`config.mk`:
```
export PLATFORM = sky130hd
export DESIGN_NAME = intel_hex_record_parser
export DESIGN_NICKNAME = d
export VERILOG_FILES = /design/src/rtl/ihex_pkg.sv /design/src/rtl/intel_hex_record_parser.sv
export SDC_FILE = /design/constraint.sdc
export NUM_CORES = 1
export LEC_CHECK = 0
export ABC_AREA = 0
export ABC_CLOCK_PERIOD_IN_PS = 7100
export BUFFER_PORTS_ARGS = -buffer_cell sky130_fd_sc_hd__buf_4
export CORE_MARGIN = 2
export CORE_UTILIZATION = 60
export CTS_BUF_LIST = sky130_fd_sc_hd__clkbuf_4 sky130_fd_sc_hd__clkbuf_8
export DETAILED_ROUTE_END_ITERATION = 8
export PLACE_DENSITY = 0.8
export SLEW_MARGIN = 15
export SYNTH_ARGS = -nofsm -noshare
export SYNTH_HDL_FRONTEND = slang
export SYNTH_SLANG_ARGS = --single-unit
export TNS_END_PERCENT = 20
```
`constraint.sdc`:
```
create_clock -name clock -period 7.1 [get_ports clock]
set_input_delay 1.42 -clock clock [delete_from_list [all_inputs] [get_ports clock]]
set_output_delay 1.42 -clock clock [all_outputs]
set_load 0.01 [all_outputs]
```
`src/rtl/ihex_pkg.sv`:
```
`timescale 1ns / 1ps
// ----------------------------------------------------------------------------
// Intel HEX record parser - shared definitions
// Parse phases, result kinds, widths and the result record type.
// ----------------------------------------------------------------------------
package ihex_pkg;

   localparam int ADDR_W   = 20;
   localparam int SIZE_W   = 21;
   localparam int BYTE_W   = 8;
   localparam int OFFSET_W = 16;

   localparam logic [SIZE_W-1:0] FLASH_SIZE_RESET = SIZE_W'(1048576);
   localparam logic [BYTE_W-1:0] CHAR_COLON       = 8'h3A;
   localparam logic [BYTE_W-1:0] CHAR_NEWLINE     = 8'h0A;

   localparam logic [7:0] REC_DATA    = 8'h00;
   localparam logic [7:0] REC_EOF     = 8'h01;
   localparam logic [7:0] REC_SEGMENT = 8'h02;

   typedef enum logic [2:0] {
      PH_START   = 3'd0,
      PH_COUNT   = 3'd1,
      PH_OFFSET  = 3'd2,
      PH_TYPE    = 3'd3,
      PH_DATA    = 3'd4,
      PH_SEGMENT = 3'd5,
      PH_TRAIL   = 3'd6
   } phase_type;

   typedef enum logic [2:0] {
      KIND_DATA_BYTE   = 3'd0,
      KIND_DATA_DONE   = 3'd1,
      KIND_SEGMENT     = 3'd2,
      KIND_END         = 3'd3,
      KIND_NOT_RECORD  = 3'd4,
      KIND_BAD_DIGIT   = 3'd5,
      KIND_BAD_TYPE    = 3'd6,
      KIND_TOO_LARGE   = 3'd7
   } kind_type;

   typedef struct packed {
      kind_type            kind;
      logic [ADDR_W-1:0]   address;
      logic [BYTE_W-1:0]   data_byte;
      logic [BYTE_W-1:0]   byte_count;
      logic [ADDR_W-1:0]   highest_address;
   } result_type;

endpackage

```
`src/rtl/intel_hex_record_parser.sv`:
```
`timescale 1ns / 1ps
// ----------------------------------------------------------------------------
// Intel HEX record parser
// Decodes HEX text one character per item; emits data bytes with their
// 20-bit addresses and one status item per record.
//
//   port group | dir | handshake          | payload
//   req_       | in  | req_valid/req_stall| req_character[7:0]
//   rsp_       | out | rsp_valid/rsp_stall| kind, address, data, count, highest
//   csr_       | in  | csr_write_enable   | csr_flash_size[20:0]
//
// One character is accepted per cycle while req_stall is low; its result is
// registered in the output register, or in a skid register that holds one
// more result when the output is stalled; input is stalled only when both
// are full. Synchronous reset clears the parse state and restores flash_size
// to 1 MiB. The first error halts the parser (no further results) until reset.
// ----------------------------------------------------------------------------
module intel_hex_record_parser
   import ihex_pkg::*;
(
   input  logic                clock,
   input  logic                reset,
   input  logic                req_valid,
   output logic                req_stall,
   input  logic [BYTE_W-1:0]   req_character,
   output logic                rsp_valid,
   input  logic                rsp_stall,
   output logic [2:0]          rsp_result_kind,
   output logic [ADDR_W-1:0]   rsp_address,
   output logic [BYTE_W-1:0]   rsp_data_byte,
   output logic [BYTE_W-1:0]   rsp_byte_count,
   output logic [ADDR_W-1:0]   rsp_highest_address,
   input  logic                csr_write_enable,
   input  logic [SIZE_W-1:0]   csr_flash_size
);

   phase_type             phase_ff, phase_in;
   logic [1:0]            digit_ff, digit_in;
   logic [7:0]            count_ff, count_in;
   logic [OFFSET_W-1:0]   offset_ff, offset_in;
   logic [7:0]            type_ff, type_in;
   logic [OFFSET_W-1:0]   segment_ff, segment_in;
   logic [3:0]            base_ff, base_in;
   logic [7:0]            acc_ff, acc_in;
   logic [7:0]            done_ff, done_in;
   logic [ADDR_W-1:0]     highest_ff, highest_in;
   logic                  halted_ff, halted_in;
   logic [SIZE_W-1:0]     flash_size_ff;

   result_type            main_ff, skid_ff, res;
   logic                  main_valid_ff, skid_valid_ff, res_valid;

   logic                  accept;
   logic                  is_hex;
   logic [3:0]            nib;
   logic [ADDR_W-1:0]     start_addr;
   logic [ADDR_W-1:0]     byte_addr;
   logic [SIZE_W-1:0]     end_addr;
   logic [7:0]            type_new;
   logic [7:0]            acc_new;
   logic                  out_free;

   assign accept    = req_valid && !req_stall;
   assign req_stall = skid_valid_ff;
   assign out_free  = !main_valid_ff || !rsp_stall;

   // digit decode: 0-9, A-F, a-f only
   always_comb begin
      is_hex = 1'b1;
      nib    = 4'd0;
      if (req_character >= 8'h30 && req_character <= 8'h39) begin
         nib = 4'(req_character - 8'h30);
      end else if (req_character >= 8'h41 && req_character <= 8'h46) begin
         nib = 4'(req_character - 8'h37);
      end else if (req_character >= 8'h61 && req_character <= 8'h66) begin
         nib = 4'(req_character - 8'h57);
      end else begin
         is_hex = 1'b0;
      end
   end

   assign start_addr = {base_ff, offset_ff};
   assign byte_addr  = start_addr + ADDR_W'(done_ff);
   assign end_addr   = SIZE_W'(start_addr) + SIZE_W'(count_ff);
   assign type_new   = {type_ff[3:0], nib};
   assign acc_new    = {acc_ff[3:0], nib};

   always_comb begin
      phase_in   = phase_ff;
      digit_in   = digit_ff;
      count_in   = count_ff;
      offset_in  = offset_ff;
      type_in    = type_ff;
      segment_in = segment_ff;
      base_in    = base_ff;
      acc_in     = acc_ff;
      done_in    = done_ff;
      highest_in = highest_ff;
      halted_in  = halted_ff;

      res_valid           = 1'b0;
      res.kind            = KIND_BAD_DIGIT;
      res.address         = start_addr;
      res.data_byte       = '0;
      res.byte_count      = count_ff;
      res.highest_address = highest_ff;

      if (accept && !halted_ff) begin
         if (phase_ff == PH_START) begin
            digit_in   = '0;
            count_in   = '0;
            offset_in  = '0;
            type_in    = '0;
            segment_in = '0;
            acc_in     = '0;
            done_in    = '0;
            if (req_character == CHAR_COLON) begin
               phase_in = PH_COUNT;
            end else begin
               halted_in      = 1'b1;
               res_valid      = 1'b1;
               res.kind       = KIND_NOT_RECORD;
               res.address    = {base_ff, {OFFSET_W{1'b0}}};
               res.byte_count = '0;
            end
         end else if (phase_ff == PH_TRAIL) begin
            if (req_character == CHAR_NEWLINE) begin
               res_valid = 1'b1;
               if (type_ff == REC_DATA) begin
                  res.kind = KIND_DATA_DONE;
               end else if (type_ff == REC_SEGMENT) begin
                  res.kind = KIND_SEGMENT;
                  base_in  = segment_ff[15:12];
               end else begin
                  res.kind = KIND_END;
               end
               phase_in = PH_START;
            end
         end else if (!is_hex) begin
            halted_in = 1'b1;
            res_valid = 1'b1;
            res.kind  = KIND_BAD_DIGIT;
         end else begin
            unique case (phase_ff)
               PH_COUNT: begin
                  count_in = {count_ff[3:0], nib};
                  if (digit_ff == 2'd1) begin
                     digit_in = '0;
                     phase_in = PH_OFFSET;
                  end else begin
                     digit_in = 2'd1;
                  end
               end
               PH_OFFSET: begin
                  offset_in = {offset_ff[11:0], nib};
                  digit_in  = digit_ff + 2'd1;
                  if (digit_ff == 2'd3) begin
                     phase_in = PH_TYPE;
                  end
               end
               PH_TYPE: begin
                  type_in = type_new;
                  if (digit_ff == 2'd0) begin
                     digit_in = 2'd1;
                  end else begin
                     digit_in = '0;
                     if (type_new == REC_DATA) begin
                        if (count_ff == '0) begin
                           phase_in = PH_TRAIL;
                        end else if (end_addr > flash_size_ff) begin
                           halted_in = 1'b1;
                           res_valid = 1'b1;
                           res.kind  = KIND_TOO_LARGE;
                        end else begin
                           phase_in = PH_DATA;
                        end
                     end else if (type_new == REC_EOF) begin
                        phase_in = PH_TRAIL;
                     end else if (type_new == REC_SEGMENT) begin
                        phase_in = PH_SEGMENT;
                     end else begin
                        halted_in = 1'b1;
                        res_valid = 1'b1;
                        res.kind  = KIND_BAD_TYPE;
                     end
                  end
               end
               PH_DATA: begin
                  acc_in = acc_new;
                  if (digit_ff == 2'd0) begin
                     digit_in = 2'd1;
                  end else begin
                     digit_in = '0;
                     if (byte_addr > highest_ff) begin
                        highest_in = byte_addr;
                     end
                     done_in = done_ff + 8'd1;
                     if (done_ff + 8'd1 == count_ff) begin
                        phase_in = PH_TRAIL;
                     end
                     res_valid           = 1'b1;
                     res.kind            = KIND_DATA_BYTE;
                     res.address         = byte_addr;
                     res.data_byte       = acc_new;
                     res.highest_address = (byte_addr > highest_ff) ? byte_addr
                                                                    : highest_ff;
                  end
               end
               PH_SEGMENT: begin
                  segment_in = {segment_ff[11:0], nib};
                  digit_in   = digit_ff + 2'd1;
                  if (digit_ff == 2'd3) begin
                     phase_in = PH_TRAIL;
                  end
               end
               default: begin
                  phase_in = PH_START;
               end
            endcase
         end
      end
   end

   always_ff @(posedge clock) begin
      if (reset) begin
         phase_ff      <= PH_START;
         digit_ff      <= '0;
         count_ff      <= '0;
         offset_ff     <= '0;
         type_ff       <= '0;
         segment_ff    <= '0;
         base_ff       <= '0;
         acc_ff        <= '0;
         done_ff       <= '0;
         highest_ff    <= '0;
         halted_ff     <= 1'b0;
         flash_size_ff <= FLASH_SIZE_RESET;
      end else begin
         phase_ff   <= phase_in;
         digit_ff   <= digit_in;
         count_ff   <= count_in;
         offset_ff  <= offset_in;
         type_ff    <= type_in;
         segment_ff <= segment_in;
         base_ff    <= base_in;
         acc_ff     <= acc_in;
         done_ff    <= done_in;
         highest_ff <= highest_in;
         halted_ff  <= halted_in;
         if (csr_write_enable) begin
            flash_size_ff <= csr_flash_size;
         end
      end
   end

   // output register plus skid; input stalls only while the skid is full
   always_ff @(posedge clock) begin
      if (reset) begin
         main_valid_ff <= 1'b0;
         skid_valid_ff <= 1'b0;
      end else if (out_free) begin
         if (skid_valid_ff) begin
            main_valid_ff <= 1'b1;
            skid_valid_ff <= 1'b0;
         end else begin
            main_valid_ff <= res_valid;
         end
      end else if (res_valid) begin
         skid_valid_ff <= 1'b1;
      end
   end

   always_ff @(posedge clock) begin
      if (out_free) begin
         main_ff <= skid_valid_ff ? skid_ff : res;
      end else if (res_valid) begin
         skid_ff <= res;
      end
   end

   assign rsp_valid           = main_valid_ff;
   assign rsp_result_kind     = main_ff.kind;
   assign rsp_address         = main_ff.address;
   assign rsp_data_byte       = main_ff.data_byte;
   assign rsp_byte_count      = main_ff.byte_count;
   assign rsp_highest_address = main_ff.highest_address;

   a_skid_behind_main: assert property (@(posedge clock) disable iff (reset)
      skid_valid_ff |-> main_valid_ff)
      else $error("skid holds an item while output register is empty");

   a_halt_sticks: assert property (@(posedge clock) disable iff (reset)
      halted_ff |=> halted_ff)
      else $error("halt released without reset");

   a_halt_silent: assert property (@(posedge clock) disable iff (reset)
      halted_ff |-> !res_valid)
      else $error("result produced while halted");

   a_data_under_highest: assert property (@(posedge clock) disable iff (reset)
      (main_valid_ff && main_ff.kind == KIND_DATA_BYTE)
         |-> main_ff.address <= main_ff.highest_address)
      else $error("data address above reported highest address");

   a_status_no_data: assert property (@(posedge clock) disable iff (reset)
      (main_valid_ff && main_ff.kind != KIND_DATA_BYTE) |-> main_ff.data_byte == '0)
      else $error("status item carries nonzero data");

endmodule
```
==> impl_metrics.yaml <==
floorplanning:
  start_util_pct: 61.6
  ioPinCount: 95
  die_h_um: 146
  core_mm2: 0.0196
  fp.dieArea_mm2: 0.0213
  placementRows: 51
  die_w_um: 146
final_layout:
  layout-drive-gt1-share_pct: 17.8
  diodes: 0
  mostFrequentLayoutCells: "edfxtp_1, nand2_1, dfxtp_1"
  final_common_cell: "edfxtp_1"
  design_area_mm2: 0.0138
  syn_to_final_growth_pct: 14.3
  nNetsFinal: 1394
sta:
  setup_viol: 0
  grt_setup_unrepaired: "false"
  slew_violations: 0
  holdWs_ns: 0.451
  fin_crit_sh_pct: 84.6
  final.setup.worst_slack_ns: 1.10
  max-slew-margin-rel_pct: 27.4
  hold_violations: 0
  worst_slew_pin_slew_ns: 1.08
  fin_crit_ns: 6.00
  tns_ns: 0
  fmax_ghz: 0.167
  clock-skew-final_ns: 0.0154
detailed_routing:
  vias: 9449
  dr.pass1.iters: 5
  routed_wl_um: 28500
  drtIter0Drc: 852
  postRouteAntennaNets: 0
  wl_per_cell_um: 17.9
  route.detailed.drc: 0
  routed_via_density: 5.95
placed_design:
  globalplace.congestion: 0.971
  hpwlAfterDp_um: 20000
  post_dp_cell_area_mm2: 0.0129
  portBuffers: 94
  pre_cts_slack_ns: 1.26
synth:
  synthTopCellsByArea: "edfxtp_1, dfxtp_1, ha_1"
  synthCells: 1207
  async_reset_ff_share_pct: 0
  synth_cell_types: 74
  syn_avg_cell_area_um2: 10.0
  yosysWarnings: 0
  synth_seq_cells: 231
  synth_edf_count: 118
  netlist.area_leader.share_pct: 29.4
  ys.flop_type: "edfxtp_1"
  synth.net_count: 1308
  synthesis.area_mm2: 0.0121
  yosys.area.top_type: "edfxtp_1"
  synth_seq_area_share_pct: 48.1
clock_network:
  cts_tree: "built"
  clk_latency_ns: 0.53
  path_clk_slew_ns: 0.06
  cts_setup_buffers: 0
  cts_root_buf: "clkbuf_8"
  cts_htree_levels: 2
  cts_sinks: 231
  cts_resized: 0
  cts_inserted_buffers: 39
  postCtsHoldBufs: 0
  clockBufferDepth: 3
global_routing:
  grt.total_usage_pct: 26.6
  grt_overflow: 0
  grt_pass1_vias: 9036
  antenna_found_initial: 0
  grt_start_max_net_pins: 69
  grt_pass1_wl_um: 45900
flow_run:
  max_cap_viol_count: 0
worst_hold_path:
  hp-class: "register to register"
power:
  switching_share_pct: 22.2
  clkPwrFrac_pct: 44.0
  pwr_density_cell_mw_per_mm2: 210
  p_comb_share_pct: 6.2
  p_int_uw: 2250
  worst_ir_drop_vdd_uv: 180
  switching_power_uw: 644
  leakagePower_uw: 0.00589
  seq_power_share_pct: 49.8
worst_setup_path:
  endpoint_kind: "register"
  crit_fanout: 33
  critPathRequiredTime_ns: 7.33
  cp.arrival_ns: 6.23
  start_kind: "register"
  r2r_slack_ns: 1.10
  path_class: "register to register"
run_status:
  status: "finished clean"
-- flip-flops by register name, indices dropped and copies added, names as in the netlist, 2 cells and up --
name,count
count_ff,8
flash_size_ff,21
rsp_data_byte,8
rsp_highest_address,20
highest_ff,20
done_ff,8
rsp_result_kind,3
type_ff,8
skid_ff,59
offset_ff,16
phase_ff,3
digit_ff,2
rsp_address,20
rsp_byte_count,8
acc_ff,4
segment_ff,16
base_ff,4
-- worst paths after layout --
kind / cells past startpoint / start / end
worst max-delay path: 19 / offset_ff[0] / skid_ff[32]
worst min-delay path: 2 / segment_ff[0] / segment_ff[0]
worst max register to register: 19 / offset_ff[0] / skid_ff[32]
worst min register to register: 2 / segment_ff[0] / segment_ff[0]
-- synthesized netlist by cell type (4+ instances only) --
library cell and n:
nor4_1 10, a41o_1 4, a211oi_2 4, inv_1 77
nand2b_1 5, o21a_1 8, o21ai_0 30, nor3_1 22
mux2_2 42, xnor2_1 38, o21ai_1 9, dfxtp_1 113
a22o_1 6, clkbuf_1 53, xor2_1 15, or2_2 4
nand4_1 11, mux2i_1 37, and2_1 23, nor2b_1 13
a21oi_1 87, nand2_1 114, a221o_1 5, edfxtp_1 118
a22oi_1 18, nor2_1 103, a31oi_1 13, a21o_1 25
o31ai_1 5, nand3_1 35, nand3b_1 4, ha_1 65
and3_1 19
-- metal layers --
metal | global-route usage (%) | wire length [µm] | vias to the layer above
li1 | - | - | 4498
met1 | 34.9 | 11800 | 4412
met2 | 43.3 | 13300 | 450
met3 | 4.73 | 2090 | 89
met4 | 11.6 | 1250 | 0
met5 | 0 | 0 | -
-- worst max-delay path, cell delays in order (launching register included) --
cell and delay, ns:
dfxtp_1 0.42, ha_1 0.23, inv_1 0.06, fa_1 0.40, nor2b_1 0.11, o21ai_0 0.10, a21boi_0 0.25, o21ai_0 0.17
a211oi_1 0.63, nand2_1 0.20, xnor2_1 0.17, ha_1 0.32, a21o_1 0.18, a311oi_1 0.38, nand2_1 0.09, nand4b_1 0.21
a41o_1 0.33, o41ai_1 0.70, nor2_4 0.32, buf_4 0.37
-- kinds of logic (layout without fill, tap and decap cells) --
family                     after synthesis  in the layout  synth area share, %
adders and majority gates               67             67                 7.07
xor gates and xnor gates                53             53                 3.85
AOI/OAI and AO/OA                      258            258                 14.2
buffers and inverters                  141            257                 4.77
and+or+nand+nor                        378            378                 15.0
DFF                                    231            231                 48.1
muxes                                   79             79                 6.99
-- through the flow --
stage / power [µW] / utilization (%) / cells
after detailed placement: 1650 / 66.1 / 1517
final: 2890 / 70.4 / 1588
after global routing: 2990 / 70.4 / 1588
after floorplan: 1570 / - / 1207
after CTS: 2910 / 70.4 / 1588
after global placement: 1640 / 66.1 / 1517
-- power groups by stage --
stage | Sequential, µW | Clock (µW) | Combinational (µW)
after CTS | 1440 | 1290 | 178
after floorplan | 1480 | 0 | 90.7
after detailed placement | 1470 | 0 | 177
final | 1440 | 1270 | 179
after global placement | 1470 | 0 | 174
after global routing | 1450 | 1350 | 194
-- area by class of cell --
class	count	area [µm²]
clock buffer	57	709
clock inverter	14	139
fill	1436	5800
inverter	78	293
multi-input combinational	835	5710
sequential	231	5810
tap	265	332
timing repair buffer	108	811
Note: power is estimated with default switching activity, not from simulation.
